**src/rtl/core/mrr_pkg.sv**
```systemverilog
// Shared types, sizes and codes for the Modbus RTU request receiver.
package mrr_pkg;

  // Frame store sizing
  localparam int BUFFER_BYTES = 64;
  localparam int STORE_DEPTH  = BUFFER_BYTES - 1;
  localparam int ADDR_W       = $clog2(STORE_DEPTH);
  localparam int CNT_W        = $clog2(BUFFER_BYTES);
  localparam int LEN_W        = ((CNT_W > 8) ? CNT_W : 8) + 1;

  // Frame layout
  localparam int HDR_BYTES      = 7;
  localparam int CHECK_FROM     = 5;
  localparam int SINGLE_LEN     = 8;
  localparam int MULTI_OVERHEAD = 9;
  localparam int EXC_CRC_BYTES  = 3;
  localparam int EXC_BYTES      = 5;

  // Input opcodes
  localparam logic OP_BYTE = 1'b0;
  localparam logic OP_TICK = 1'b1;

  // Result kinds
  localparam logic [1:0] KIND_HDR = 2'd0;
  localparam logic [1:0] KIND_PAY = 2'd1;
  localparam logic [1:0] KIND_EXC = 2'd2;

  // Function codes and exception codes
  localparam logic [7:0] FC_SINGLE_MIN        = 8'h01;
  localparam logic [7:0] FC_SINGLE_MAX        = 8'h06;
  localparam logic [7:0] FC_WRITE_COILS       = 8'h0F;
  localparam logic [7:0] FC_WRITE_REGS        = 8'h10;
  localparam logic [7:0] FC_EXC_FLAG          = 8'h80;
  localparam logic [7:0] EXC_ILLEGAL_FUNCTION = 8'h01;

  // CRC-16 (reflected)
  localparam logic [15:0] CRC_INIT = 16'hFFFF;
  localparam logic [15:0] CRC_POLY = 16'hA001;

  // Configuration registers
  localparam int         CFG_INDEX_W       = 1;
  localparam logic       CFG_OWN_ADDR      = 1'b0;
  localparam logic       CFG_IDLE_TIMEOUT  = 1'b1;
  localparam logic [7:0]  SLAVE_RESET      = 8'h00;
  localparam logic [15:0] TIMEOUT_RESET    = 16'd100;
  localparam logic [15:0] TICKS_MAX        = 16'hFFFF;

  typedef struct packed {
    logic       opcode;
    logic [7:0] rx_byte;
  } in_item_t;

  typedef struct packed {
    logic [1:0]  kind;
    logic [7:0]  function_code;
    logic [15:0] start_address;
    logic [15:0] quantity;
    logic [7:0]  data_byte;
    logic        last;
  } out_item_t;

  typedef struct packed {
    logic init;
    logic feed;
  } crc_ctl_t;

endpackage

```
**src/rtl/core/mrr_crc16.sv**
```systemverilog
// Shared CRC-16 unit: one byte folded into the running CRC per cycle.
module mrr_crc16 (
  input  logic             clk,
  input  mrr_pkg::crc_ctl_t ctl,
  input  logic [7:0]       data,
  output logic [15:0]      crc
);
  import mrr_pkg::*;

  function automatic logic [15:0] crc_byte(logic [15:0] c, logic [7:0] b);
    logic [15:0] x;
    x = c ^ {8'h00, b};
    for (int k = 0; k < 8; k++) begin
      x = x[0] ? ((x >> 1) ^ CRC_POLY) : (x >> 1);
    end
    return x;
  endfunction

  // Load the seed or fold in one byte
  always_ff @(posedge clk) begin
    if (ctl.init) begin
      crc <= CRC_INIT;
    end else if (ctl.feed) begin
      crc <= crc_byte(crc, data);
    end
  end

endmodule

```
**src/rtl/core/mrr_frame_store.sv**
```systemverilog
// Frame byte memory: one write port, one registered read port.
module mrr_frame_store (
  input  logic                      clk,
  input  logic                      wr_en,
  input  logic [mrr_pkg::ADDR_W-1:0] wr_addr,
  input  logic [7:0]                wr_data,
  input  logic                      rd_en,
  input  logic [mrr_pkg::ADDR_W-1:0] rd_addr,
  output logic [7:0]                rd_data
);
  import mrr_pkg::*;

  logic [7:0] mem [STORE_DEPTH];

  // Write received bytes, register read data
  always_ff @(posedge clk) begin
    if (wr_en) begin
      mem[wr_addr] <= wr_data;
    end
    if (rd_en) begin
      rd_data <= mem[rd_addr];
    end
  end

endmodule

```
**src/rtl/core/modbus_rtu_request_receiver.sv**
```systemverilog
// Modbus RTU request receiver: frame collection, checks, CRC walk and result output.
//
// Channels: the item channel carries either a received byte (opcode 0) or a
// one-millisecond tick (opcode 1); the result channel carries request
// headers, payload bytes and exception-frame bytes, with last set on the
// final word caused by one item; the cfg channel writes the slave address
// (index 0) and the idle timeout in ticks (index 1) and is always ready.
// A tick is handled in idle. A byte that completes nothing passes through
// the check state and back to idle. A complete frame of N bytes is walked
// once through the frame store and the shared CRC unit (one store read per
// cycle); the header follows, then each payload byte passes through a store
// read state, then an output state. An illegal function code feeds 3 bytes
// into the CRC unit, then gives 5 output words; item_ready stays low throughout.
// A result waits in an output register; item_ready is high again as soon
// as the last result is loaded, even if it has not been taken. When the
// result receiver stalls, the sequencer holds until the register frees.
// Reset clears the byte count and idle counter, sets slave address 0 and
// timeout 100; the frame store itself is not cleared.
module modbus_rtu_request_receiver (
  input  logic                           clk,
  input  logic                           rst,
  input  logic                           item_valid,
  output logic                           item_ready,
  input  mrr_pkg::in_item_t              item,
  output logic                           result_valid,
  input  logic                           result_ready,
  output mrr_pkg::out_item_t             result,
  input  logic                           cfg_valid,
  output logic                           cfg_ready,
  input  logic [mrr_pkg::CFG_INDEX_W-1:0] cfg_index,
  input  logic [15:0]                    cfg_data
);
  import mrr_pkg::*;

  localparam logic [2:0] S_IDLE    = 3'd0;
  localparam logic [2:0] S_CHECK   = 3'd1;
  localparam logic [2:0] S_EXC_CRC = 3'd2;
  localparam logic [2:0] S_EXC_OUT = 3'd3;
  localparam logic [2:0] S_WALK    = 3'd4;
  localparam logic [2:0] S_HDR     = 3'd5;
  localparam logic [2:0] S_PAY_RD  = 3'd6;
  localparam logic [2:0] S_PAY_OUT = 3'd7;

  logic [2:0]       state;
  logic [7:0]       own_addr;
  logic [15:0]      idle_timeout;
  logic [15:0]      idle_ticks;
  logic [CNT_W-1:0] byte_count;
  logic [7:0]       hdr [HDR_BYTES];
  logic [CNT_W-1:0] step;
  logic             rd_pend;
  logic [CNT_W-1:0] rd_idx;
  logic             crc_lo_ok;

  logic             accept;
  logic             accept_byte;
  logic [CNT_W-1:0] fill;
  logic             store_ok;
  logic             wr_en;
  logic             rd_en;
  logic [ADDR_W-1:0] rd_addr;
  logic [7:0]       rd_data;
  crc_ctl_t         crc_ctl;
  logic [7:0]       crc_data;
  logic [15:0]      crc;
  logic [7:0]       fc;
  logic             is_single;
  logic             is_multi;
  logic [LEN_W-1:0] frame_len;
  logic [CNT_W-1:0] body;
  logic [7:0]       cnt;
  logic [7:0]       exc_byte;
  logic             slot_free;
  logic             load;
  out_item_t        result_next;

  assign item_ready  = (state == S_IDLE);
  assign cfg_ready   = 1'b1;
  assign accept      = item_valid && item_ready;
  assign accept_byte = accept && (item.opcode == OP_BYTE);

  // Drop the held bytes on an idle gap, then place the new byte
  assign fill     = (idle_ticks > idle_timeout) ? '0 : byte_count;
  assign store_ok = (fill < CNT_W'(STORE_DEPTH));
  assign wr_en    = accept_byte && store_ok;

  // Decode the held header
  assign fc        = hdr[1];
  assign is_single = (fc >= FC_SINGLE_MIN) && (fc <= FC_SINGLE_MAX);
  assign is_multi  = (fc == FC_WRITE_COILS) || (fc == FC_WRITE_REGS);
  assign frame_len = LEN_W'(hdr[6]) + LEN_W'(MULTI_OVERHEAD);
  assign body      = byte_count - CNT_W'(2);
  assign cnt       = is_multi ? hdr[6] : 8'h00;
  assign slot_free = !result_valid || result_ready;

  // Exception frame bytes by step
  always_comb begin
    case (step[2:0])
      3'd0:    exc_byte = own_addr;
      3'd1:    exc_byte = fc | FC_EXC_FLAG;
      3'd2:    exc_byte = EXC_ILLEGAL_FUNCTION;
      3'd3:    exc_byte = crc[7:0];
      default: exc_byte = crc[15:8];
    endcase
  end

  // Steer the store read port, the CRC unit and the output register
  always_comb begin
    rd_en        = 1'b0;
    rd_addr      = step[ADDR_W-1:0];
    crc_ctl      = '0;
    crc_data     = rd_data;
    load         = 1'b0;
    result_next  = '0;
    result_next.function_code = fc;
    unique case (state)
      S_CHECK: begin
        crc_ctl.init = 1'b1;
      end
      S_EXC_CRC: begin
        crc_ctl.feed = 1'b1;
        crc_data     = exc_byte;
      end
      S_EXC_OUT: begin
        load                  = slot_free;
        result_next.kind      = KIND_EXC;
        result_next.data_byte = exc_byte;
        result_next.last      = (step == CNT_W'(EXC_BYTES - 1));
      end
      S_WALK: begin
        rd_en        = (step < byte_count);
        crc_ctl.feed = rd_pend && (rd_idx < body);
      end
      S_HDR: begin
        load                      = slot_free;
        result_next.kind          = KIND_HDR;
        result_next.start_address = {hdr[2], hdr[3]};
        result_next.quantity      = {hdr[4], hdr[5]};
        result_next.data_byte     = cnt;
        result_next.last          = (cnt == 8'h00);
      end
      S_PAY_RD: begin
        rd_en = 1'b1;
      end
      S_PAY_OUT: begin
        load                      = slot_free;
        result_next.kind          = KIND_PAY;
        result_next.start_address = {hdr[2], hdr[3]};
        result_next.quantity      = {hdr[4], hdr[5]};
        result_next.data_byte     = rd_data;
        result_next.last          = (step == body - CNT_W'(1));
      end
      default: begin
      end
    endcase
  end

  mrr_frame_store u_store (
    .clk     (clk),
    .wr_en   (wr_en),
    .wr_addr (fill[ADDR_W-1:0]),
    .wr_data (item.rx_byte),
    .rd_en   (rd_en),
    .rd_addr (rd_addr),
    .rd_data (rd_data)
  );

  mrr_crc16 u_crc (
    .clk  (clk),
    .ctl  (crc_ctl),
    .data (crc_data),
    .crc  (crc)
  );

  // Take configuration writes
  always_ff @(posedge clk) begin
    if (rst) begin
      own_addr     <= SLAVE_RESET;
      idle_timeout <= TIMEOUT_RESET;
    end else if (cfg_valid && cfg_ready) begin
      unique case (cfg_index)
        CFG_OWN_ADDR:     own_addr     <= cfg_data[7:0];
        CFG_IDLE_TIMEOUT: idle_timeout <= cfg_data;
        default: begin
        end
      endcase
    end
  end

  // Capture the fixed header bytes as they arrive
  always_ff @(posedge clk) begin
    if (wr_en && (fill < CNT_W'(HDR_BYTES))) begin
      hdr[fill[2:0]] <= item.rx_byte;
    end
  end

  // Hold a result until taken
  always_ff @(posedge clk) begin
    if (rst) begin
      result_valid <= 1'b0;
    end else if (load) begin
      result_valid <= 1'b1;
    end else if (result_ready) begin
      result_valid <= 1'b0;
    end
  end

  always_ff @(posedge clk) begin
    if (load) begin
      result <= result_next;
    end
  end

  // Sequencer
  always_ff @(posedge clk) begin
    if (rst) begin
      state      <= S_IDLE;
      idle_ticks <= '0;
      byte_count <= '0;
      step       <= '0;
      rd_pend    <= 1'b0;
      rd_idx     <= '0;
      crc_lo_ok  <= 1'b0;
    end else begin
      unique case (state)
        S_IDLE: begin
          if (accept) begin
            if (item.opcode == OP_TICK) begin
              if (idle_ticks != TICKS_MAX) begin
                idle_ticks <= idle_ticks + 16'd1;
              end
            end else begin
              idle_ticks <= '0;
              byte_count <= store_ok ? fill + CNT_W'(1) : fill;
              state      <= S_CHECK;
            end
          end
        end
        S_CHECK: begin
          step    <= '0;
          rd_pend <= 1'b0;
          if (byte_count < CNT_W'(CHECK_FROM)) begin
            state <= S_IDLE;
          end else if (hdr[0] != own_addr || own_addr == 8'h00) begin
            byte_count <= '0;
            state      <= S_IDLE;
          end else if (is_single) begin
            state <= (byte_count == CNT_W'(SINGLE_LEN)) ? S_WALK : S_IDLE;
          end else if (is_multi) begin
            if (byte_count >= CNT_W'(HDR_BYTES) && LEN_W'(byte_count) == frame_len) begin
              state <= S_WALK;
            end else begin
              state <= S_IDLE;
            end
          end else begin
            state <= S_EXC_CRC;
          end
        end
        S_EXC_CRC: begin
          if (step == CNT_W'(EXC_CRC_BYTES - 1)) begin
            step  <= '0;
            state <= S_EXC_OUT;
          end else begin
            step <= step + CNT_W'(1);
          end
        end
        S_EXC_OUT: begin
          if (slot_free) begin
            step <= step + CNT_W'(1);
            if (step == CNT_W'(EXC_BYTES - 1)) begin
              byte_count <= '0;
              state      <= S_IDLE;
            end
          end
        end
        S_WALK: begin
          // Issue one read per cycle, consume the previous one
          if (rd_en) begin
            step <= step + CNT_W'(1);
          end
          rd_pend <= rd_en;
          rd_idx  <= step;
          if (rd_pend) begin
            if (rd_idx == body) begin
              crc_lo_ok <= (rd_data == crc[7:0]);
            end else if (rd_idx > body) begin
              if (crc_lo_ok && rd_data == crc[15:8]) begin
                state <= S_HDR;
              end else begin
                byte_count <= '0;
                state      <= S_IDLE;
              end
            end
          end
        end
        S_HDR: begin
          if (slot_free) begin
            step <= CNT_W'(HDR_BYTES);
            if (cnt == 8'h00) begin
              byte_count <= '0;
              state      <= S_IDLE;
            end else begin
              state <= S_PAY_RD;
            end
          end
        end
        S_PAY_RD: begin
          state <= S_PAY_OUT;
        end
        S_PAY_OUT: begin
          if (slot_free) begin
            if (step == body - CNT_W'(1)) begin
              byte_count <= '0;
              state      <= S_IDLE;
            end else begin
              step  <= step + CNT_W'(1);
              state <= S_PAY_RD;
            end
          end
        end
        default: begin
          state <= S_IDLE;
        end
      endcase
    end
  end

  // The held byte count never exceeds the store
  a_count_bound: assert property (@(posedge clk) disable iff (rst)
    byte_count <= CNT_W'(STORE_DEPTH))
    else $error("byte count beyond frame store depth");

  // A tick leaves the sequencer idle and produces nothing
  a_tick_idle: assert property (@(posedge clk) disable iff (rst)
    (accept && item.opcode == OP_TICK) |=> (state == S_IDLE))
    else $error("tick started a frame sequence");

  // An accepted byte restarts the idle counter
  a_byte_clears_idle: assert property (@(posedge clk) disable iff (rst)
    accept_byte |=> (idle_ticks == 16'd0))
    else $error("idle counter not cleared by a byte");

  // Payload words only follow multi-write requests
  a_payload_fc: assert property (@(posedge clk) disable iff (rst)
    (result_valid && result.kind == KIND_PAY) |->
      (result.function_code == FC_WRITE_COILS || result.function_code == FC_WRITE_REGS))
    else $error("payload word for a single-item function");

  // A header with no byte count ends the item
  a_hdr_last: assert property (@(posedge clk) disable iff (rst)
    (result_valid && result.kind == KIND_HDR && result.data_byte == 8'h00) |-> result.last)
    else $error("header without payload not marked last");

endmodule
```
**config.mk**
```make
export PLATFORM = sky130hd
export DESIGN_NAME = modbus_rtu_request_receiver
export DESIGN_NICKNAME = d
export VERILOG_FILES = /design/src/rtl/core/mrr_pkg.sv /design/src/rtl/core/mrr_crc16.sv /design/src/rtl/core/mrr_frame_store.sv /design/src/rtl/core/modbus_rtu_request_receiver.sv
export SDC_FILE = /design/constraint.sdc
export NUM_CORES = 1
export LEC_CHECK = 0
export BUFFER_PORTS_ARGS = -buffer_cell sky130_fd_sc_hd__buf_2
export CORE_MARGIN = 1.5
export CORE_UTILIZATION = 60
export CTS_BUF_LIST = sky130_fd_sc_hd__clkbuf_2 sky130_fd_sc_hd__clkbuf_4 sky130_fd_sc_hd__clkbuf_8
export DETAILED_ROUTE_END_ITERATION = 10
export GPL_ROUTABILITY_DRIVEN = 1
export GPL_TIMING_DRIVEN = 0
export HOLD_SLACK_MARGIN = 0.12
export PLACE_DENSITY = 0.76
export SLEW_MARGIN = 20
export SYNTH_ARGS = -nofsm -noshare
export SYNTH_HDL_FRONTEND = slang
export SYNTH_SLANG_ARGS = --single-unit
```
**constraint.sdc**
```tcl
create_clock -name clk -period 7.1 [get_ports clk]
set_clock_uncertainty 0.1 [all_clocks]
set_input_delay 1.42 -clock clk [delete_from_list [all_inputs] [get_ports clk]]
set_output_delay 1.42 -clock clk [all_outputs]
set_load 0.005 [all_outputs]
```
==> Word-level counts from Yosys, hierarchy flattened <==
Memory sizes are Yosys's and may differ from the RTL's. A register that Yosys moved wholly into a read port is not among the register bits.
Index checks and enable logic that the tools add are counted.
{ "word_totals": {"register_bits": 99, "mem_bits_rw": 560, "in_bits": 31, "elab_cells": 187, "n_memories": 2} }
{ "op_classes": {"add_sub_neg": 6, "magnitude_cmp": 10, "eq_ne": 40, "n_mux": 70, "bitwise_logic": 11, "reduce_logical": 33} }
{ "memory_table": {"columns": ["name", "depth", "word_bits", "read_ports", "rd_clocked_by_memory_dff", "wr", "line", "text"], "rows": [
  ["u_store.mem", 63, 8, 1, 1, 1, "mrr_frame_store.sv:13", "logic [7:0] mem [STORE_DEPTH];"],
  ["hdr", 7, 8, 7, 4, 1, "modbus_rtu_request_receiver.sv:49", "logic [7:0] hdr [HDR_BYTES];"]
]} }
{ "op_table": {"columns": ["op", "count"], "rows": [
  ["2-to-1 mux 16 bit", 10],
  ["2-to-1 mux 6 bit", 22],
  ["case mux 6 bit (6 select lines)", 2],
  ["2-to-1 mux 3 bit", 19],
  ["!= test 2 bit (second input constant)", 16],
  ["case mux 8 bit (4 select lines)", 1],
  ["case mux 9 bit (3 select lines)", 1],
  ["inverter 2 -> 3 bit", 8],
  ["case mux 3 bit (8 select lines)", 1],
  ["adder 16 x 1 -> 16 bit (second input constant)", 1],
  ["equality test 8 bit", 2],
  ["greater-than comparator 16 bit", 1],
  ["zero test 8 bit", 2],
  ["2-to-1 mux 8 bit", 2],
  ["!= test 16 bit (second input constant)", 1],
  ["XOR 16 x 8 -> 16 bit", 1],
  ["AND reduction 15 bit", 1],
  ["adder 6 x 1 -> 6 bit (second input constant)", 2],
  ["equality test 3 x 2 -> 1 bit (second input constant)", 4],
  ["equality test 3 bit (second input constant)", 4],
  ["equality test 6 bit", 2],
  ["< comparator 6 x 3 -> 1 bit (second input constant)", 2],
  ["< comparator 6 bit", 2],
  ["nonzero test 6 bit", 2],
  ["32 further kinds", 61]
]} }

==> Depth between registers and ports, before layout <==
{ "logic_depth": {"depth_word": 20, "mapped_depth": 16} }

==> By module <==
From an unflattened synthesis, not the netlist that was laid out.
{ "hier_totals": {"hier_cells": 1815, "area_unflattened_um2": 29345.6} }
{ "modules_own_cells": {"columns": ["module", "instances", "cells_per_inst", "area_each_um2", "seq_area_each_um2"], "rows": [
  ["mrr_frame_store", 1, 905, 19819.0, 15374.7],
  ["modbus_rtu_request_receiver", 1, 818, 8536.9, 4494.3],
  ["mrr_crc16", 1, 92, 989.7, 320.3]
]} }

==> Worst setup path before layout <==
OpenSTA, ideal clock, no wires.
{ "synth_path": {"path_type": "register to register", "from": "register step[0] (netlist: rd_addr[0])", "to": "register u_crc.crc[0]", "setup_ps": 130, "arrival_time_ps": 4012, "t_required_ps": 6870, "path_slack_ps": 2859, "stages_incl_launch_ff": 16, "n_path_buf": 5, "period_less_slack_ps": 4241, "cell_sequence": "dfxtp_1 > clkbuf_1 > buf_2 > buf_2 > buf_1 > inv_1 > ha_1 > clkbuf_1 > a222oi_1 > a2111oi_0 > a211oi_1 > xnor2_1 > xnor3_2 > xnor3_1 > mux2i_1 > nand2_1"} }
{ "synth_between": {"elab_chain_len": 13, "word_cells_on_any_way": 22, "cone_classes": "3 x eq/ne; 10 x mux; 8 x bitwise; 1 x reduce/logical"} }
{ "synth_rtl": {"columns": ["item", "line", "text"], "rows": [
  ["start: declaration", "modbus_rtu_request_receiver.sv:50", "logic [CNT_W-1:0] step;"],
  ["start signal: assignment", "modbus_rtu_request_receiver.sv:264", "step <= step + CNT_W'(1);"],
  ["start signal: assignment", "modbus_rtu_request_receiver.sv:269", "step <= step + CNT_W'(1);"],
  ["start signal: assignment", "modbus_rtu_request_receiver.sv:279", "step <= step + CNT_W'(1);"],
  ["equality test 3 x 2 -> 1 bit, or another cell as far along", "modbus_rtu_request_receiver.sv:98", "case (step[2:0])"],
  ["case mux 8 bit (4 select lines) *", "modbus_rtu_request_receiver.sv:98", null],
  ["2-to-1 mux 8 bit *", "modbus_rtu_request_receiver.sv:116", "unique case (state)"],
  ["XOR 16 x 8 -> 16 bit *", "mrr_crc16.sv:12", "x = c ^ {8'h00, b};"],
  ["2-to-1 mux 16 bit * (6 in series)", "mrr_crc16.sv:14", "x = x[0] ? ((x >> 1) ^ CRC_POLY) : (x >> 1);"],
  ["inverter 2 -> 3 bit (no source line) / 2-to-1 mux 16 bit (equally long branches)", null, null],
  ["2-to-1 mux 16 bit * (2 in series)", "mrr_crc16.sv:14", null],
  ["end signal: assignment", "mrr_crc16.sv:24", "crc <= crc_byte(crc, data);"],
  ["end: declaration", "mrr_crc16.sv:6", "output logic [15:0] crc"]
]} }
Every way passes the cells marked *; elsewhere a longest branch is shown, timed or not.
A chain may end at the register's enable or synchronous reset.

==> Worst setup path after layout <==
Same ends and word-level chain as after synthesis.

==> flow_metrics.py <==
metrics = {
    "detailed_routing": {
        "drtIter0Drc": 1809,
        "ant_nets": 0,
        "wl_per_cell_um": 26.0,
        "via_count": 16821,
        "avgViaCountPerCell": 6.41,
        "drc": 0,
        "totalWireLength_um": 68200,
        "drt-pass1-iter-count": 6,
    },
    "placed_design": {
        "io_buffers": 82,
        "gpl.final_weighted_congestion": 0.941,
        "placed_wire_length_estimate_after_detailed_placement_um": 44400,
        "place_worst_setup_slack_ns": 1.48,
    },
    "yosys": {
        "area_leader_netlist": "sky130_fd_sc_hd__edfxtp_1",
        "synth.area.top_cells": "sky130_fd_sc_hd__edfxtp_1 64%, sky130_fd_sc_hd__mux4_2 12%, sky130_fd_sc_hd__dfxtp_1 5.5%",
        "netlist_top_cells_count": "619 x sky130_fd_sc_hd__edfxtp_1, 160 x sky130_fd_sc_hd__mux4_2, 95 x sky130_fd_sc_hd__nor2_1",
        "most_frequently_used_cell_type_in_the_post_synthesis_netlist": "sky130_fd_sc_hd__edfxtp_1",
        "syn-mean-instance-area_sq_um": 16.8,
        "synthesis.instances": 1728,
        "ys_warn_count": 0,
        "postSynthNetCount": 1802,
        "post_synth_edffs": 619,
        "yosysTopAreaCellShare_pct": 64.0,
        "netlist-cell-type-count": 67,
        "register_bit_count_reported_by_yosys": 699,
        "synth_flop_cell": "sky130_fd_sc_hd__edfxtp_1",
        "share_of_async_settable_or_async_resettable_flops_after_synthesis_pct": 0,
        "mappedNetlistArea_sq_um": 29100,
        "proportion_of_synthesized_chip_area_in_sequential_cells_pct": 69.5,
    },
    "timing": {
        "period_needed_ns": 5.61,
        "hold_violation_total_from_the_final_report": 0,
        "timing.max_slew.rel_slack_pct": 25.7,
        "setup_viol": 0,
        "rsz0062_at_grt": "no",
        "drv_slew": 0,
        "worst_pin_slew_ns": 1.10,
        "post-route-worst-setup-slack_ns": 1.49,
        "fin_tns_setup_ns": 0,
        "min_period_over_period_pct": 79.1,
        "maximum_clock_frequency_ghz": 0.178,
    },
    "clocking": {
        "clk_pin_slew_worst_paths_ns": 0.06,
        "cts_post_setup_buffers_inserted": 0,
        "cts_htree_levels": 3,
        "clock-sinks": 699,
        "cts-hold-fix-buffers": 0,
        "cts_max_path_buffers": 3,
        "cts_inserted_buffers": 108,
        "root_buffer": "sky130_fd_sc_hd__clkbuf_8",
        "clock_insertion_delay_worst_skew_ns": 0.73,
        "cts_tree": "done",
        "cts-resized-gates": 0,
    },
    "floorplan": {
        "initial_util_pct": 60.9,
        "dieArea_sq_um": 49800,
        "die_w_um": 223,
        "die_extent_in_y_um": 223,
        "rows": 80,
        "io_pins": 85,
        "design.core.area_sq_um": 47700,
    },
    "setup_path": {
        "cp_data_arrival_time_ns": 6.10,
        "critical_path.endpoint_type": "register",
        "setup.reg_to_reg.worst_slack_ns": 1.49,
        "rr_endpoint": "u_crc.crc[0]",
        "start_kind": "register",
        "cp_data_required_time_ns": 7.59,
        "regToRegStartpoint": "rd_addr[0]",
        "timing.setup.critical_path_class": "reg -> reg",
        "timing.reg2reg.worst_path_depth": 15,
        "critical_path.max_fanout": 10,
    },
    "power_and_ir_drop": {
        "power.static_leakage_nw": 10.6,
        "worst_vdd_rail_ir_drop_mv": 0.265,
        "pwr_density_cell_nw_per_um2": 332,
    },
    "worst_hold_path": {
        "timing.hold.worst.class": "reg -> reg",
        "worst_min_path_start": "rd_idx[0]",
        "min_delay_path_depth": 2,
        "worstHoldEndpoint": "rd_idx[0]",
    },
    "grt": {
        "antenna_found_initial": 0,
        "overall_fraction_of_global_route_tracks_in_use_pct": 27.8,
        "grt_pass1_vias": 16606,
        "grt_pass1_wl_um": 101000,
        "overflow": 0,
        "grt_start_max_net_pins": 71,
    },
    "cells_and_area": {
        "layout.area.seq_sq_um": 20200,
        "num-fill-cells": 3137,
        "finalCoreUtilization_pct": 68.3,
        "syn2layout_area_growth_pct": 12.2,
        "antennaDiodeCount": 0,
        "multi_input_area_sq_um": 8460,
        "drive_gt1_share_pct": 22.9,
        "nNetsFinal": 1996,
    },
    "status": {
        "run_status": "finished clean",
    },
    "run": {
        "maxCapViolCount": 0,
    },
}
[stage by stage]
stage	area [sq um]	total power, mW	cells	hold WS (ns)
3_3_place_gp	30200	7.44	2425	0.350
3_5_place_dp	30400	7.51	2427	0.352
6_report	32600	10.8	2626	0.359
2_1_floorplan	29100	6.66	1728	0.328
5_1_grt	32600	11.2	2626	0.385
4_1_cts	32600	10.8	2626	0.359
[placed cells by master, fill, tap and decap left out, drive strengths merged, types with 7 or more instances in the layout]
cell / netlist / final
xnor2: 33 / 33
o211ai: 15 / 15
dfxtp: 80 / 80
mux4: 160 / 160
a211oi: 11 / 11
clkbuf: 68 / 216
nor2b: 17 / 17
nor4: 10 / 10
nand3: 37 / 37
and3: 45 / 45
nand4: 12 / 12
a21oi: 58 / 58
clkinv: 2 / 44
buf: 24 / 108
ha: 43 / 43
xor2: 30 / 30
o21a: 10 / 10
mux2i: 30 / 30
nand2: 89 / 89
nor2: 95 / 95
nor3: 48 / 48
or3: 11 / 11
edfxtp: 619 / 619
a222oi: 13 / 13
o21ai: 32 / 32
a21o: 7 / 7
inv: 50 / 54
[critical path, cell delays in order, from the launching register on]
cell and delay (ns):
sky130_fd_sc_hd__dfxtp_1 0.39, sky130_fd_sc_hd__clkbuf_1 0.30, sky130_fd_sc_hd__buf_2 0.43, sky130_fd_sc_hd__buf_2 0.40, sky130_fd_sc_hd__buf_1 0.63, sky130_fd_sc_hd__inv_1 0.22, sky130_fd_sc_hd__ha_1 0.26, sky130_fd_sc_hd__clkbuf_1 0.27
sky130_fd_sc_hd__a222oi_1 0.56, sky130_fd_sc_hd__a2111oi_0 0.20, sky130_fd_sc_hd__a211oi_1 0.47, sky130_fd_sc_hd__xnor2_1 0.24, sky130_fd_sc_hd__xnor3_2 0.45, sky130_fd_sc_hd__xnor3_1 0.36, sky130_fd_sc_hd__mux2i_1 0.14, sky130_fd_sc_hd__nand2_1 0.06
[kinds of logic after synthesis]
kind of cell             synth area share, %
AO/OA/AOI/OAI                           4.71
XOR/XNOR                                2.14
adder cells (fa/ha/maj)                 1.85
buffers and inverters                   1.90
flip-flops                              69.5
multiplexers                            13.4
other                                 0.0129
AND/OR/NAND/NOR                         6.49
[worst max-delay path by stage]
stage,start,to,cells after the start
2_1_floorplan,rd_addr[0],u_crc.crc[0],15
3_3_place_gp,rd_addr[0],u_crc.crc[0],15
3_5_place_dp,idle_ticks[11],u_store.mem[20][2],14
4_1_cts,idle_ticks[11],u_store.mem[5][2],14
5_1_grt,idle_timeout[1],u_store.mem[62][3],16
6_report,rd_addr[0],u_crc.crc[0],15
[layout make-up]
type / count / share of cell area (%)
buffer: 92 / 1.10
clock buffer: 148 / 5.59
clock inverter: 51 / 1.07
inverter: 52 / 0.598
multi-input combinational: 885 / 25.9
sequential: 699 / 61.9
tap: 615 / 2.36
timing repair buffer: 84 / 1.47
[metal layers]
metal | track usage [%] | part of all wire (%) | up-vias
li1 | - | - | 7293
met1 | 38.2 | 40 | 8484
met2 | 43.5 | 48 | 884
met3 | 6.32 | 8.8 | 160
met4 | 11.8 | 3.9 | 0
met5 | 0 | 0 | -
[state kept, by name, indices dropped and copies added, names as in the netlist, 3 cells and up]
signal and flops:
byte_count 6, rd_addr 6, state 3, result 51, u_store.mem 504, u_store.rd_data 8, idle_ticks 16, idle_timeout 16
rd_idx 6, hdr 56, u_crc.crc 16, own_addr 8
[where the power goes]
part	leakage [nW]	internal, mW	switching, mW	total (mW)
registers	6.19	4.61	0.100	4.71
logic	3.26	1.24	1.52	2.76
clock network	1.15	1.81	1.55	3.36
total	10.6	7.66	3.17	10.8
(Power assumes the default switching activity.)
